## src/hdl/epg_pkg.sv

```systemverilog
// Shared widths, defaults and action codes of the ellipse point generator.
// Depends on nothing; used by the top level and its checker.
`timescale 1ns / 1ps

package epg_pkg;

  localparam int AXIS_W       = 10;
  localparam int AXIS_MAX     = (2 ** AXIS_W) - 1;
  localparam int PT_W         = 11;
  localparam int SQ_W         = 2 * AXIS_W;
  localparam int ERR_W        = 40;
  localparam int MAX_AXIS_DEF = 1023;

  typedef enum logic {
    ACT_START   = 1'b0,
    ACT_ADVANCE = 1'b1
  } action_e;

endpackage

```

## src/hdl/ellipse_point_generator_top.sv

```systemverilog
// Two-error-term ellipse walk with one shared multiplier and one shared adder.
// Depends on epg_pkg.
//
// channel  direction  handshake               payload
// in       to block   in_valid_i / in_stall_o  action_i, semi_axis_x_i, semi_axis_y_i
// out      from block out_valid_o / out_stall_i point_x_o, point_y_o, finished_o, last_o
//
// A start or a running advance holds in_stall_o high after its transfer through four multiplier
// passes, each product used in the cycle after its pass; the next transfer waits for both.
// The four mirrored points leave alongside, one per cycle unless out_stall_i holds them; output
// stalls can lengthen in_stall_o. An advance after the walk finished is taken and gives no points.
// Reset clears the sequencer, the running flag and the output valid; no clearing pass.
`timescale 1ns / 1ps

module ellipse_point_generator_top #(
  parameter int MAX_AXIS = epg_pkg::MAX_AXIS_DEF
) (
  input  logic                              clk_i,
  input  logic                              rst_ni,
  input  logic                              in_valid_i,
  output logic                              in_stall_o,
  input  logic                              action_i,
  input  logic [epg_pkg::AXIS_W-1:0]        semi_axis_x_i,
  input  logic [epg_pkg::AXIS_W-1:0]        semi_axis_y_i,
  output logic                              out_valid_o,
  input  logic                              out_stall_i,
  output logic signed [epg_pkg::PT_W-1:0]   point_x_o,
  output logic signed [epg_pkg::PT_W-1:0]   point_y_o,
  output logic                              finished_o,
  output logic                              last_o
);

  localparam int AXIS_W   = epg_pkg::AXIS_W;
  localparam int PT_W     = epg_pkg::PT_W;
  localparam int SQ_W     = epg_pkg::SQ_W;
  localparam int ERR_W    = epg_pkg::ERR_W;
  localparam int COL_W    = $clog2(MAX_AXIS + 1);
  localparam int MB_W     = (COL_W + 3 > 12) ? COL_W + 3 : 12;
  localparam int PRD_W    = SQ_W + 1 + MB_W;
  localparam int AXIS_CAP = (MAX_AXIS < epg_pkg::AXIS_MAX) ? MAX_AXIS : epg_pkg::AXIS_MAX;

  localparam logic [AXIS_W-1:0] AXIS_CAP_V = AXIS_W'(AXIS_CAP);
  localparam logic [COL_W-1:0]  COL_MAX    = COL_W'(MAX_AXIS);

  localparam logic [1:0] OP_P1 = 2'd0;
  localparam logic [1:0] OP_P2 = 2'd1;
  localparam logic [1:0] OP_P3 = 2'd2;
  localparam logic [1:0] OP_P4 = 2'd3;

  localparam logic [1:0] QD_PP = 2'd0;
  localparam logic [1:0] QD_NP = 2'd1;
  localparam logic [1:0] QD_NN = 2'd2;
  localparam logic [1:0] QD_PN = 2'd3;

  typedef enum logic {
    ST_IDLE,
    ST_CALC
  } state_e;

  typedef enum logic [1:0] {
    BR_X,
    BR_XY,
    BR_Y
  } branch_e;

  state_e                    state_q;
  logic                      issue_q;
  logic [1:0]                op_q;
  logic                      prod_vld_q;
  logic [1:0]                tag_q;
  logic                      emit_q;
  logic [1:0]                quad_q;
  logic                      running_q;
  logic                      fin_q;

  epg_pkg::action_e          mode_q;
  branch_e                   br_q;
  branch_e                   br_d;
  logic [COL_W-1:0]          opx_q;
  logic [AXIS_W-1:0]         opy_q;
  logic [COL_W-1:0]          col_q;
  logic [COL_W-1:0]          col_d;
  logic [AXIS_W-1:0]         row_q;
  logic [AXIS_W-1:0]         row_d;
  logic [SQ_W-1:0]           a2_q;
  logic [SQ_W-1:0]           b2_q;
  logic [ERR_W-1:0]          err_s_q;
  logic [ERR_W-1:0]          err_t_q;
  logic signed [PRD_W-1:0]   prod_q;
  logic signed [PRD_W-1:0]   prod_d;

  logic                      in_xfer;
  logic                      out_xfer;
  logic                      is_start;
  logic [AXIS_W-1:0]         a_clamp;
  logic [AXIS_W-1:0]         b_clamp;
  logic [SQ_W-1:0]           mul_a;
  logic [MB_W-1:0]           mul_b;
  logic [ERR_W-1:0]          prod_ext;
  logic [ERR_W-1:0]          b2_ext;
  logic [ERR_W-1:0]          acc_base;
  logic [ERR_W-1:0]          acc_addend;
  logic                      acc_sub;
  logic [ERR_W-1:0]          acc_sum;
  logic                      wr_s;
  logic                      wr_t;
  logic                      wr_a2;
  logic                      wr_b2;
  logic [PT_W-1:0]           x_pt;
  logic [PT_W-1:0]           y_pt;

  assign in_stall_o = (state_q != ST_IDLE) || emit_q;
  assign in_xfer    = in_valid_i && !in_stall_o;
  assign out_xfer   = emit_q && !out_stall_i;
  assign is_start   = (action_i == epg_pkg::ACT_START);

  assign a_clamp = (semi_axis_x_i > AXIS_CAP_V) ? AXIS_CAP_V : semi_axis_x_i;
  assign b_clamp = (semi_axis_y_i > AXIS_CAP_V) ? AXIS_CAP_V : semi_axis_y_i;

  // Step choice from the signs of S and T, and the new position.
  always_comb begin
    if (err_s_q[ERR_W-1]) begin
      br_d = BR_X;
    end else if (err_t_q[ERR_W-1]) begin
      br_d = BR_XY;
    end else begin
      br_d = BR_Y;
    end
    col_d = col_q;
    row_d = row_q;
    if (br_d != BR_Y && col_q < COL_MAX) begin
      col_d = col_q + COL_W'(1);
    end
    if (br_d != BR_X && row_q != '0) begin
      row_d = row_q - AXIS_W'(1);
    end
  end

  // Shared multiplier operands.
  always_comb begin
    mul_a = '0;
    mul_b = '0;
    if (mode_q == epg_pkg::ACT_START) begin
      case (op_q)
        OP_P1: begin
          mul_a = SQ_W'(opx_q);
          mul_b = MB_W'(opx_q);
        end
        OP_P2: begin
          mul_a = SQ_W'(opy_q);
          mul_b = MB_W'(opy_q);
        end
        default: begin
          mul_a = a2_q;
          mul_b = MB_W'({opy_q, 1'b0}) - MB_W'(1);
        end
      endcase
    end else begin
      case (op_q)
        OP_P1: begin
          mul_a = b2_q;
          mul_b = MB_W'({opx_q, 1'b0}) + MB_W'(3);
        end
        OP_P2: begin
          mul_a = b2_q;
          mul_b = MB_W'(opx_q) + MB_W'(1);
        end
        OP_P3: begin
          mul_a = a2_q;
          mul_b = MB_W'(opy_q) - MB_W'(1);
        end
        default: begin
          mul_a = a2_q;
          mul_b = MB_W'({opy_q, 1'b0}) - MB_W'(3);
        end
      endcase
    end
  end

  assign prod_d = $signed({1'b0, mul_a}) * $signed(mul_b);

  assign prod_ext = {{(ERR_W - PRD_W){prod_q[PRD_W-1]}}, prod_q};
  assign b2_ext   = ERR_W'(b2_q);

  // Shared add/subtract into the error terms.
  always_comb begin
    acc_base   = err_s_q;
    acc_addend = prod_ext;
    acc_sub    = 1'b0;
    wr_s       = 1'b0;
    wr_t       = 1'b0;
    wr_a2      = 1'b0;
    wr_b2      = 1'b0;
    if (prod_vld_q) begin
      if (mode_q == epg_pkg::ACT_START) begin
        case (tag_q)
          OP_P1: wr_a2 = 1'b1;
          OP_P2: wr_b2 = 1'b1;
          OP_P3: begin
            acc_base   = b2_ext << 1;
            acc_addend = prod_ext;
            acc_sub    = 1'b1;
            wr_s       = 1'b1;
          end
          default: begin
            acc_base   = b2_ext;
            acc_addend = prod_ext << 1;
            acc_sub    = 1'b1;
            wr_t       = 1'b1;
          end
        endcase
      end else begin
        case (tag_q)
          OP_P1: begin
            acc_base   = err_s_q;
            acc_addend = prod_ext << 1;
            wr_s       = (br_q != BR_Y);
          end
          OP_P2: begin
            acc_base   = err_t_q;
            acc_addend = prod_ext << 2;
            wr_t       = (br_q != BR_Y);
          end
          OP_P3: begin
            acc_base   = err_s_q;
            acc_addend = prod_ext << 2;
            acc_sub    = 1'b1;
            wr_s       = (br_q != BR_X);
          end
          default: begin
            acc_base   = err_t_q;
            acc_addend = prod_ext << 1;
            acc_sub    = 1'b1;
            wr_t       = (br_q != BR_X);
          end
        endcase
      end
    end
  end

  assign acc_sum = acc_sub ? (acc_base - acc_addend) : (acc_base + acc_addend);

  // Sequencer, running flag and output valid.
  always_ff @(posedge clk_i or negedge rst_ni) begin
    if (!rst_ni) begin
      state_q    <= ST_IDLE;
      issue_q    <= 1'b0;
      op_q       <= OP_P1;
      prod_vld_q <= 1'b0;
      tag_q      <= OP_P1;
      emit_q     <= 1'b0;
      quad_q     <= QD_PP;
      running_q  <= 1'b0;
    end else begin
      prod_vld_q <= issue_q;
      if (issue_q) begin
        tag_q <= op_q;
        op_q  <= op_q + 2'd1;
        if (op_q == OP_P4) begin
          issue_q <= 1'b0;
        end
      end
      case (state_q)
        ST_IDLE: begin
          if (in_xfer && (is_start || running_q)) begin
            state_q <= ST_CALC;
            issue_q <= 1'b1;
            op_q    <= OP_P1;
            emit_q  <= 1'b1;
            quad_q  <= QD_PP;
            if (is_start) begin
              running_q <= (b_clamp != '0);
            end else begin
              running_q <= (row_d != '0);
            end
          end
        end
        ST_CALC: begin
          if (prod_vld_q && tag_q == OP_P4) begin
            state_q <= ST_IDLE;
          end
        end
        default: state_q <= ST_IDLE;
      endcase
      if (out_xfer) begin
        quad_q <= quad_q + 2'd1;
        if (quad_q == QD_PN) begin
          emit_q <= 1'b0;
        end
      end
    end
  end

  // Datapath registers.
  always_ff @(posedge clk_i) begin
    if (in_xfer && is_start) begin
      mode_q <= epg_pkg::ACT_START;
      opx_q  <= COL_W'(a_clamp);
      opy_q  <= b_clamp;
      col_q  <= '0;
      row_q  <= b_clamp;
      fin_q  <= (b_clamp == '0);
    end else if (in_xfer && running_q) begin
      mode_q <= epg_pkg::ACT_ADVANCE;
      br_q   <= br_d;
      opx_q  <= col_q;
      opy_q  <= row_q;
      col_q  <= col_d;
      row_q  <= row_d;
      fin_q  <= (row_d == '0);
    end
    if (issue_q) begin
      prod_q <= prod_d;
    end
    if (wr_a2) begin
      a2_q <= prod_q[SQ_W-1:0];
    end
    if (wr_b2) begin
      b2_q <= prod_q[SQ_W-1:0];
    end
    if (wr_s) begin
      err_s_q <= acc_sum;
    end
    if (wr_t) begin
      err_t_q <= acc_sum;
    end
  end

  assign x_pt = PT_W'(col_q);
  assign y_pt = PT_W'(row_q);

  assign out_valid_o = emit_q;
  assign point_x_o   = $signed((quad_q == QD_NP || quad_q == QD_NN) ?
                               (~x_pt + PT_W'(1)) : x_pt);
  assign point_y_o   = $signed((quad_q == QD_NN || quad_q == QD_PN) ?
                               (~y_pt + PT_W'(1)) : y_pt);
  assign finished_o  = fin_q;
  assign last_o      = (quad_q == QD_PN);

endmodule

```

## config.mk

```make
export PLATFORM = sky130hd
export DESIGN_NAME = ellipse_point_generator_top
export DESIGN_NICKNAME = d
export VERILOG_FILES = /design/src/hdl/epg_pkg.sv /design/src/hdl/ellipse_point_generator_top.sv
export SDC_FILE = /design/constraint.sdc
export NUM_CORES = 1
export LEC_CHECK = 0
export BUFFER_PORTS_ARGS = -buffer_cell sky130_fd_sc_hd__clkbuf_2
export CAP_MARGIN = 20
export CORE_AREA = 2 2 197 238
export CTS_BUF_LIST = sky130_fd_sc_hd__clkbuf_8
export CTS_CLUSTER_SIZE = 14
export DETAILED_ROUTE_END_ITERATION = 10
export DIE_AREA = 0 0 199 240
export GPL_TIMING_DRIVEN = 0
export PLACE_DENSITY = 0.65
export SLEW_MARGIN = 20
export SYNTH_ARGS = -nofsm -noshare
export SYNTH_HDL_FRONTEND = slang
export SYNTH_SLANG_ARGS = --single-unit
export TNS_END_PERCENT = 100
```

## constraint.sdc

```tcl
create_clock -name clk_i -period 14.3 [get_ports clk_i]
set_input_delay 1.43 -clock clk_i [delete_from_list [all_inputs] [get_ports clk_i]]
set_output_delay 1.43 -clock clk_i [all_outputs]
set_load 0.005 [all_outputs]
```

==> results of run 1 <==
==> layout make-up <==
class / instances / area (um2) / share of cell area [%]
diodes: 1 / 2.502 / 0.01022
plain buffers: 137 / 546.8 / 2.234
clock buffers: 40 / 550.5 / 2.249
clock inverters: 27 / 289.0 / 1.181
inverters: 216 / 810.8 / 3.313
multi-input cells: 1947 / 15050 / 61.51
flip-flops and latches: 209 / 6112 / 24.97
well taps: 616 / 770.7 / 3.149
repair buffers: 62 / 339.1 / 1.385
==> sequential cells by signal, indices dropped and copies added, names as in the netlist, 2 cells and up <==
name	count
opx_q	10
err_t_q	40
b2_q	20
a2_q	20
col_q	10
br_q	2
opy_q	10
prod_q	34
quad_q	2
op_q	2
err_s_q	40
tag_q	2
row_q	10
==> worst register-to-register path: cells and delay by family (launching register included) <==
kind	cells	cell delay, ns
adder cells (fa/ha/maj)	7	3.57
AO/OA/AOI/OAI	9	2.62
buffers and inverters	6	1.11
flip-flops	1	0.37
AND/OR/NAND/NOR	8	2.40
==> per-stage QoR <==
step / cell area [um2] / hold WS (ns) / utilization [%]
3_5_place_dp: 23630 / 0.4746 / 51.92
3_3_place_gp: 23510 / 0.4722 / 51.66
5_1_grt: 24470 / 0.5345 / 53.77
2_1_floorplan: 22490 / 0.4454 / -
6_report: 24480 / 0.5001 / 53.77
4_1_cts: 24470 / 0.4955 / 53.77
==> how the worst max path moves through the flow <==
stage | start | end | slack, ns | depth (start not counted)
final | opy_q[3]$_DFFE_PP_ | prod_q[31]$_DFFE_PP_ | 3.95 | 30
after global routing | opy_q[3]$_DFFE_PP_ | prod_q[31]$_DFFE_PP_ | 3.42 | 30
after CTS | opy_q[3]$_DFFE_PP_ | prod_q[33]$_DFFE_PP_ | 3.96 | 30
after detailed placement | opy_q[3]$_DFFE_PP_ | prod_q[33]$_DFFE_PP_ | 3.92 | 30
after global placement | mode_q$_SDFFE_PP0P_ | prod_q[33]$_DFFE_PP_ | 3.80 | 27
after floorplan | opy_q[3]$_DFFE_PP_ | prod_q[33]$_DFFE_PP_ | 6.32 | 30
==> routing by layer <==
metal / GRT usage [%] / vias up / part of all wire, %
met1: 37.97 / 9328 / 40
met5: 0 / - / 0
met3: 4.741 / 209 / 6.7
met2: 50.20 / 761 / 48
met4: 15.29 / 0 / 5.7
li1: - / 8786 / -
==> cell usage after synthesis (all sizes together), types with 12 or more instances <==
| cell type | count | share of area [%] |
|---|---|---|
| nand3 | 49 | 1.1 |
| ha | 168 | 9.3 |
| nor2 | 197 | 3.3 |
| nor3 | 33 | 0.78 |
| inv | 216 | 3.6 |
| a31oi | 27 | 0.75 |
| mux2i | 25 | 1.1 |
| and2 | 58 | 1.6 |
| buf | 23 | 0.53 |
| a22o | 24 | 0.93 |
| nor2b | 37 | 1.0 |
| or3 | 19 | 0.53 |
| o221ai | 24 | 0.93 |
| nand2b | 22 | 0.61 |
| o21ai | 92 | 2.0 |
| fa | 199 | 18 |
| a21o | 38 | 1.3 |
| xor2 | 62 | 2.4 |
| a22oi | 20 | 0.67 |
| edfxtp | 187 | 25 |
| a211oi | 12 | 0.40 |
| o2bb2ai | 17 | 0.66 |
| clkbuf | 114 | 1.9 |
| nor4 | 14 | 0.39 |
| xnor2 | 87 | 3.4 |
| a21oi | 159 | 3.5 |
| nand2 | 418 | 7.0 |
| and3 | 13 | 0.36 |
==> cell families after synthesis <==
kind of cell / share of synthesized area, %
adder cells (fa/ha/maj): 27.06
XOR/XNOR: 5.802
AND/OR/NAND/NOR: 17.95
buffers and inverters: 6.036
flip-flops: 27.17
multiplexers: 1.463
AO/OA/AOI/OAI: 14.52
==> results.cfg, run 1 <==
[outcome]
status = finished clean

[clocking]
hold_buffers = 0
cts.clk_slew.worst_paths_ns = 0.06
postCtsSetupBuffers = 0
cts_tree = yes
insertion_delay_ns = 0.63
cts_sinks = 209
cts-buffers-inserted = 38
clock_path_buffers = 3
htree_levels = 2
cts_resized = 0
cts_root_buffer = clkbuf_8

[die]
fp.dieH_um = 240
initial_core_util_pct = 49.42
pin_count = 51
die_area_mm2 = 0.04776
rows = 86
design.core.area_mm2 = 0.04552
die_x_um = 199

[timing]
slew_violations = 0
post-route-period-util_pct = 72.37
skew_ns = 0.06277
worst-slew-pin-transition_ns = 1.148
period_minus_slack_ns = 10.35
setup_viol = 0
rsz0062_at_grt = false
fin_ws_ns = 3.952
hold_violations = 0
max_freq_mhz = 96.63
finalSetupTns_ns = 0
slew-limit-headroom_pct = 23.44

[placed_design]
io_buffers = 50
dp_worst_setup_slack_ns = 3.922
placedCellCount = 3187
place.gp.congestion = 0.9418
dp_hpwl_um = 55530

[critical_path]
crit_fanout = 10
required_ns = 14.59
path_buf_inv = 6
cp_common_cell = fa_1
rr_worst_depth = 30
arrival_ns = 10.64
path_class = reg -> reg
critPathCaptureType = flip-flop
setup.worst_path.start_class = flip-flop
critPathSlowestCell = a221oi_1
r2r-start = opy_q[3]$_DFFE_PP_
r2r_end = prod_q[31]$_DFFE_PP_
slowest_delay_ns = 0.64
crit_family = adder cells
regToRegSetupSlack_ns = 3.95

[min_path]
whs_path_depth = 2
hold_class = reg -> reg
min_to = state_q$_DFF_PN0_
min-delay-start = state_q$_DFF_PN0_

[yosys]
synthArstFlopShare_pct = 5.263
ys_ff_latch = 209
synth_edf_count = 187
syn_area_mm2 = 0.02249
synth_flop_cell = edfxtp_1
synthDistinctLibCells = 77
yosysWarnings = 0
netlist_instances = 2509
synth_nets = 2901
seq_area_frac_synth_pct = 27.17
avgSynthCellArea_um2 = 8.965

[layout]
mostFrequentLayoutCell = nand2_1
most-common-layout-cells = nand2_1 (418), inv_1 (222), fa_1 (199), nor2_1 (197), edfxtp_1 (187)
syn_to_final_growth_pct = 8.817
instances_no_fill = 3255
num-fill-cells = 4212
nets = 3003
drive_gt1_share_pct = 6.179

[drt]
avgRoutedWirePerCell_um = 21.53
drt_wl_total_um = 70080
viasPerCell = 5.863
via_count = 19084
ant_nets = 0
drtIter0Drc = 1594
dr.pass1.iters = 6
drc = 0

[grt]
grt_util_all_layers_pct = 30.13
gr-total-overflow = 0
grt_start_max_net_pins = 37
grt_pass1_vias = 19389
grt_first_pass_wirelength_um = 109400
antenna_found_initial = 0

[flow_run]
drv_cap = 0
Power of run 1 is not shown: default switching activity piles up to over one toggle a cycle in this logic, so the estimate is an artifact.
==> run 2, diff against run 1 <==
--- a/config.mk
+++ b/config.mk
@@ -13,7 +13,7 @@
 export DETAILED_ROUTE_END_ITERATION = 10
 export DIE_AREA = 0 0 199 240
 export GPL_TIMING_DRIVEN = 0
-export PLACE_DENSITY = 0.65
+export PLACE_DENSITY = 0.68
 export SLEW_MARGIN = 20
 export SYNTH_ARGS = -nofsm -noshare
 export SYNTH_HDL_FRONTEND = slang
==> constraint.sdc (replaced) <==
create_clock -name clk_i -period 8.3 [get_ports clk_i]
set_input_delay 0.83 -clock clk_i [delete_from_list [all_inputs] [get_ports clk_i]]
set_output_delay 0.83 -clock clk_i [all_outputs]
set_load 0.005 [all_outputs]
==> results.cfg, run 2 (same netlist as run 1, synthesis figures left out) <==
[outcome]
status = finished clean

[placed_design]
placedCellCount = 3185
place.gp.congestion = 0.9537
io_buffers = 50
dp_hpwl_um = 54820

[clocking]
cts_root_buffer = clkbuf_8
insertion_delay_ns = 0.57
cts_tree = yes
cts-buffers-inserted = 37
htree_levels = 2
clock_path_buffers = 3
cts_sinks = 209
cts.clk_slew.worst_paths_ns = 0.07

[die]
die_area_mm2 = 0.04776
pin_count = 51
fp.dieH_um = 240
initial_core_util_pct = 49.42
die_x_um = 199
rows = 86
design.core.area_mm2 = 0.04552

[critical_path]
slowest_delay_ns = 0.56
cp_common_cell = fa_1
required_ns = 8.63
arrival_ns = 8.46
crit_fanout = 8
critPathSlowestCell = fa_1
path_buf_inv = 6
critPathCaptureType = flip-flop
setup.worst_path.start_class = flip-flop
crit_family = adder cells
path_class = reg -> reg

[grt]
gr-total-overflow = 0
grt_first_pass_wirelength_um = 107600
grt_util_all_layers_pct = 29.38
antenna_found_initial = 1
grt_pass1_vias = 19241
grt_start_max_net_pins = 37

[drt]
dr.pass1.iters = 6
ant_nets = 0
via_count = 19464
drc = 0
avgRoutedWirePerCell_um = 21.24
drt_wl_total_um = 69670
viasPerCell = 5.932
drtIter0Drc = 1785

[layout]
n_antenna_cell = 0
instances_no_fill = 3281
mostFrequentLayoutCell = nand2_1
drive_gt1_share_pct = 11.63
syn_to_final_growth_pct = 12.43
most-common-layout-cells = nand2_1 (418), inv_1 (221), fa_1 (199), nor2_1 (192), edfxtp_1 (187)
reg.largest.list = err_s_q: 40 flops, err_t_q: 40 flops, prod_q: 34 flops
nets = 3028

[timing]
rsz0062_at_grt = true
max_freq_mhz = 123.0
slew-limit-headroom_pct = 34.40
period_minus_slack_ns = 8.131
post-route-period-util_pct = 97.96
finalSetupTns_ns = 0
setup_viol = 0
worst-slew-pin-transition_ns = 0.9840
hold_violations = 0
skew_ns = 0.02606
slew_violations = 0

[min_path]
hold_class = in -> async

[flow_run]
drv_cap = 0
-- run 2: per-stage QoR --
stage,worst slack (ns),instance area [um2],hold slack (ns),utilization (%)
2_1_floorplan,0.3225,22490,0.4454,-
3_3_place_gp,-2.316,23510,0.4781,51.66
3_5_place_dp,-2.170,23610,0.5084,51.88
4_1_cts,0.003757,24940,0.1239,54.79
5_1_grt,-0.1405,25290,0.1539,55.56
6_report,0.1695,25290,0.1496,55.56
-- run 2: cell type report --
class                   count  area, um2
plain buffers             129      699.4
clock buffers              41      564.3
clock inverters            27      240.2
fillers                  4093      20230
inverters                 216      810.8
multi-input cells        1947      15500
flip-flops and latches    209       6112
well taps                 616      770.7
repair buffers             96      594.3
-- run 2: final timing paths --
kind	startpoint	end	slack [ns]	cells past startpoint
worst min register to register	state_q$_DFF_PN0_	state_q$_DFF_PN0_	0.53	2
worst min-delay path	rst_ni	prod_vld_q$_DFF_PN0_	0.15	1
max in group asynchronous	rst_ni	issue_q$_DFF_PN0_	7.87	1
min in group clk_i	semi_axis_x_i[5]	opx_q[5]$_DFFE_PP_	0.53	3
worst max-delay path	opy_q[3]$_DFFE_PP_	prod_q[31]$_DFFE_PP_	0.17	30
worst max register to register	opy_q[3]$_DFFE_PP_	prod_q[31]$_DFFE_PP_	0.17	30
-- run 2: timing repair --
item,4_1_cts,5_1_grt
gates resized for setup,124,99
setup buffers,22,14
pin swaps,16,12
hold endpoints to repair,0,0
setup endpoints to repair,20,12
hold buffers,0,0
-- run 2: metal layers --
metal	global-route usage, %	vias up	share of wire, %
met1	36.79	9517	39
li1	-	8874	-
met3	3.956	215	6.6
met2	50.77	858	49
met5	0	-	0
met4	12.69	0	4.9
Power of run 2 is left out for the same reason.
==> run 3, diff against run 2 <==
--- a/config.mk
+++ b/config.mk
@@ -13,7 +13,7 @@
 export DETAILED_ROUTE_END_ITERATION = 10
 export DIE_AREA = 0 0 199 240
 export GPL_TIMING_DRIVEN = 0
-export PLACE_DENSITY = 0.68
+export PLACE_DENSITY = 0.72
 export SLEW_MARGIN = 20
 export SYNTH_ARGS = -nofsm -noshare
 export SYNTH_HDL_FRONTEND = slang
==> constraint.sdc (replaced) <==
create_clock -name clk_i -period 9.25 [get_ports clk_i]
set_input_delay 0.925 -clock clk_i [delete_from_list [all_inputs] [get_ports clk_i]]
set_output_delay 0.925 -clock clk_i [all_outputs]
set_load 0.005 [all_outputs]
==> results.cfg, run 3 (same netlist as run 1, synthesis figures left out) <==
[timing]
post-route-period-util_pct = 97.48
worst-slew-pin-transition_ns = 1.128
slew_violations = 0
period_minus_slack_ns = 9.017
finalSetupTns_ns = 0
setup_viol = 0
slew-limit-headroom_pct = 24.79
skew_ns = 0.05769
hold_violations = 0
max_freq_mhz = 110.9

[layout]
drive_gt1_share_pct = 8.450
reg.largest.list = err_s_q: 40 flops, err_t_q: 40 flops, prod_q: 34 flops
n_antenna_cell = 0
nets = 3006
syn_to_final_growth_pct = 9.457
mostFrequentLayoutCell = nand2_1
most-common-layout-cells = nand2_1 (417), inv_1 (221), fa_1 (199), nor2_1 (195), edfxtp_1 (187)

[die]
rows = 86
design.core.area_mm2 = 0.04552
fp.dieH_um = 240
initial_core_util_pct = 49.42
pin_count = 51
die_x_um = 199
die_area_mm2 = 0.04776

[critical_path]
required_ns = 9.53
arrival_ns = 9.30
setup.worst_path.start_class = flip-flop
slowest_delay_ns = 0.56
crit_fanout = 10
cp_common_cell = fa_1
critPathCaptureType = flip-flop
critPathSlowestCell = fa_1
path_class = reg -> reg

[grt]
grt_start_max_net_pins = 37
grt_util_all_layers_pct = 29.07
gr-total-overflow = 0
grt_pass1_vias = 19454
antenna_found_initial = 0
grt_first_pass_wirelength_um = 106700

[clocking]
htree_levels = 2
cts_tree = yes
insertion_delay_ns = 0.58
cts.clk_slew.worst_paths_ns = 0.07
clock_path_buffers = 3
cts-buffers-inserted = 35
cts_root_buffer = clkbuf_8
cts_sinks = 209

[placed_design]
io_buffers = 50
place.gp.congestion = 0.9627
dp_hpwl_um = 54090

[drt]
ant_nets = 0
drt_wl_total_um = 68290
dr.pass1.iters = 7
drc = 0
viasPerCell = 5.997
drtIter0Drc = 1891
via_count = 19520
avgRoutedWirePerCell_um = 20.98

[outcome]
status = finished clean

[min_path]
hold_class = in -> async

[flow_run]
drv_cap = 0
run 3: cell count changes in the layout (fill, tap and decap cells not counted), moves of 7 or more:
| cell | change |
|---|---|
| clkbuf_2 | +12 |
| clkbuf_1 | +23 |
| clkbuf_8 | -7 |
| buf_4 | -26 |
| clkbuf_4 | -18 |
run 3: cell type report:
type                            count  area, um2
Fill cell                        4144      20900
Multi-Input combinational cell   1947      15200
Sequential cell                   209       6112
Inverter                          216      810.8
Tap cell                          616      770.7
Buffer                            133      581.8
Clock buffer                       37      509.2
Timing Repair Buffer               72      414.1
Clock inverter                     25      222.7
run 3: repair_timing:
action,4_1_cts,5_1_grt
gates resized for setup,29,65
buffers inserted,0,11
hold buffers,0,0
setup endpoints to repair,11,9
cloned,0,0
pin swaps,3,7
run 3: metrics by stage:
step	hold WS (ns)	instances	area [um2]	util [%]	setup slack (ns)
after floorplan	0.4454	2509	22490	-	1.272
after global placement	0.5023	3175	23510	51.66	-1.478
after detailed placement	0.5088	3186	23630	51.91	-1.216
after CTS	0.2496	3247	24430	53.68	0.03826
after global routing	0.2725	3255	24620	54.09	-0.05395
final	0.2645	3255	24620	54.09	0.2330
run 3: layer usage:
metal | GRT usage [%] | wire length [um]
met3 | 4.236 | 5423
met4 | 15.97 | 4267
met2 | 49.04 | 32740
met5 | 0 | 0
met1 | 35.85 | 25870
run 3: final timing paths:
path | to | from | slack [ns] | cells past startpoint
setup / recovery | prod_q[31]$_DFFE_PP_ | opy_q[3]$_DFFE_PP_ | 0.23 | 31
hold / removal | out_valid_o$_DFF_PN0_ | rst_ni | 0.26 | 1
setup reg to reg | prod_q[31]$_DFFE_PP_ | opy_q[3]$_DFFE_PP_ | 0.23 | 31
hold reg to reg | state_q$_DFF_PN0_ | state_q$_DFF_PN0_ | 0.52 | 2
max in group asynchronous | issue_q$_DFF_PN0_ | rst_ni | 8.71 | 1
min in group clk_i | state_q$_DFF_PN0_ | state_q$_DFF_PN0_ | 0.52 | 2
run 3: critical path: cells and delay by family, from the launching register on:
kind	cells	cell delay (ns)
DFF	1	0.39
adders and majority gates	7	3.58
buffers and inverters	7	1.03
and+or+nand+nor	8	1.98
AOI/OAI and AO/OA	9	1.77
Power of run 3 is left out for the same reason.
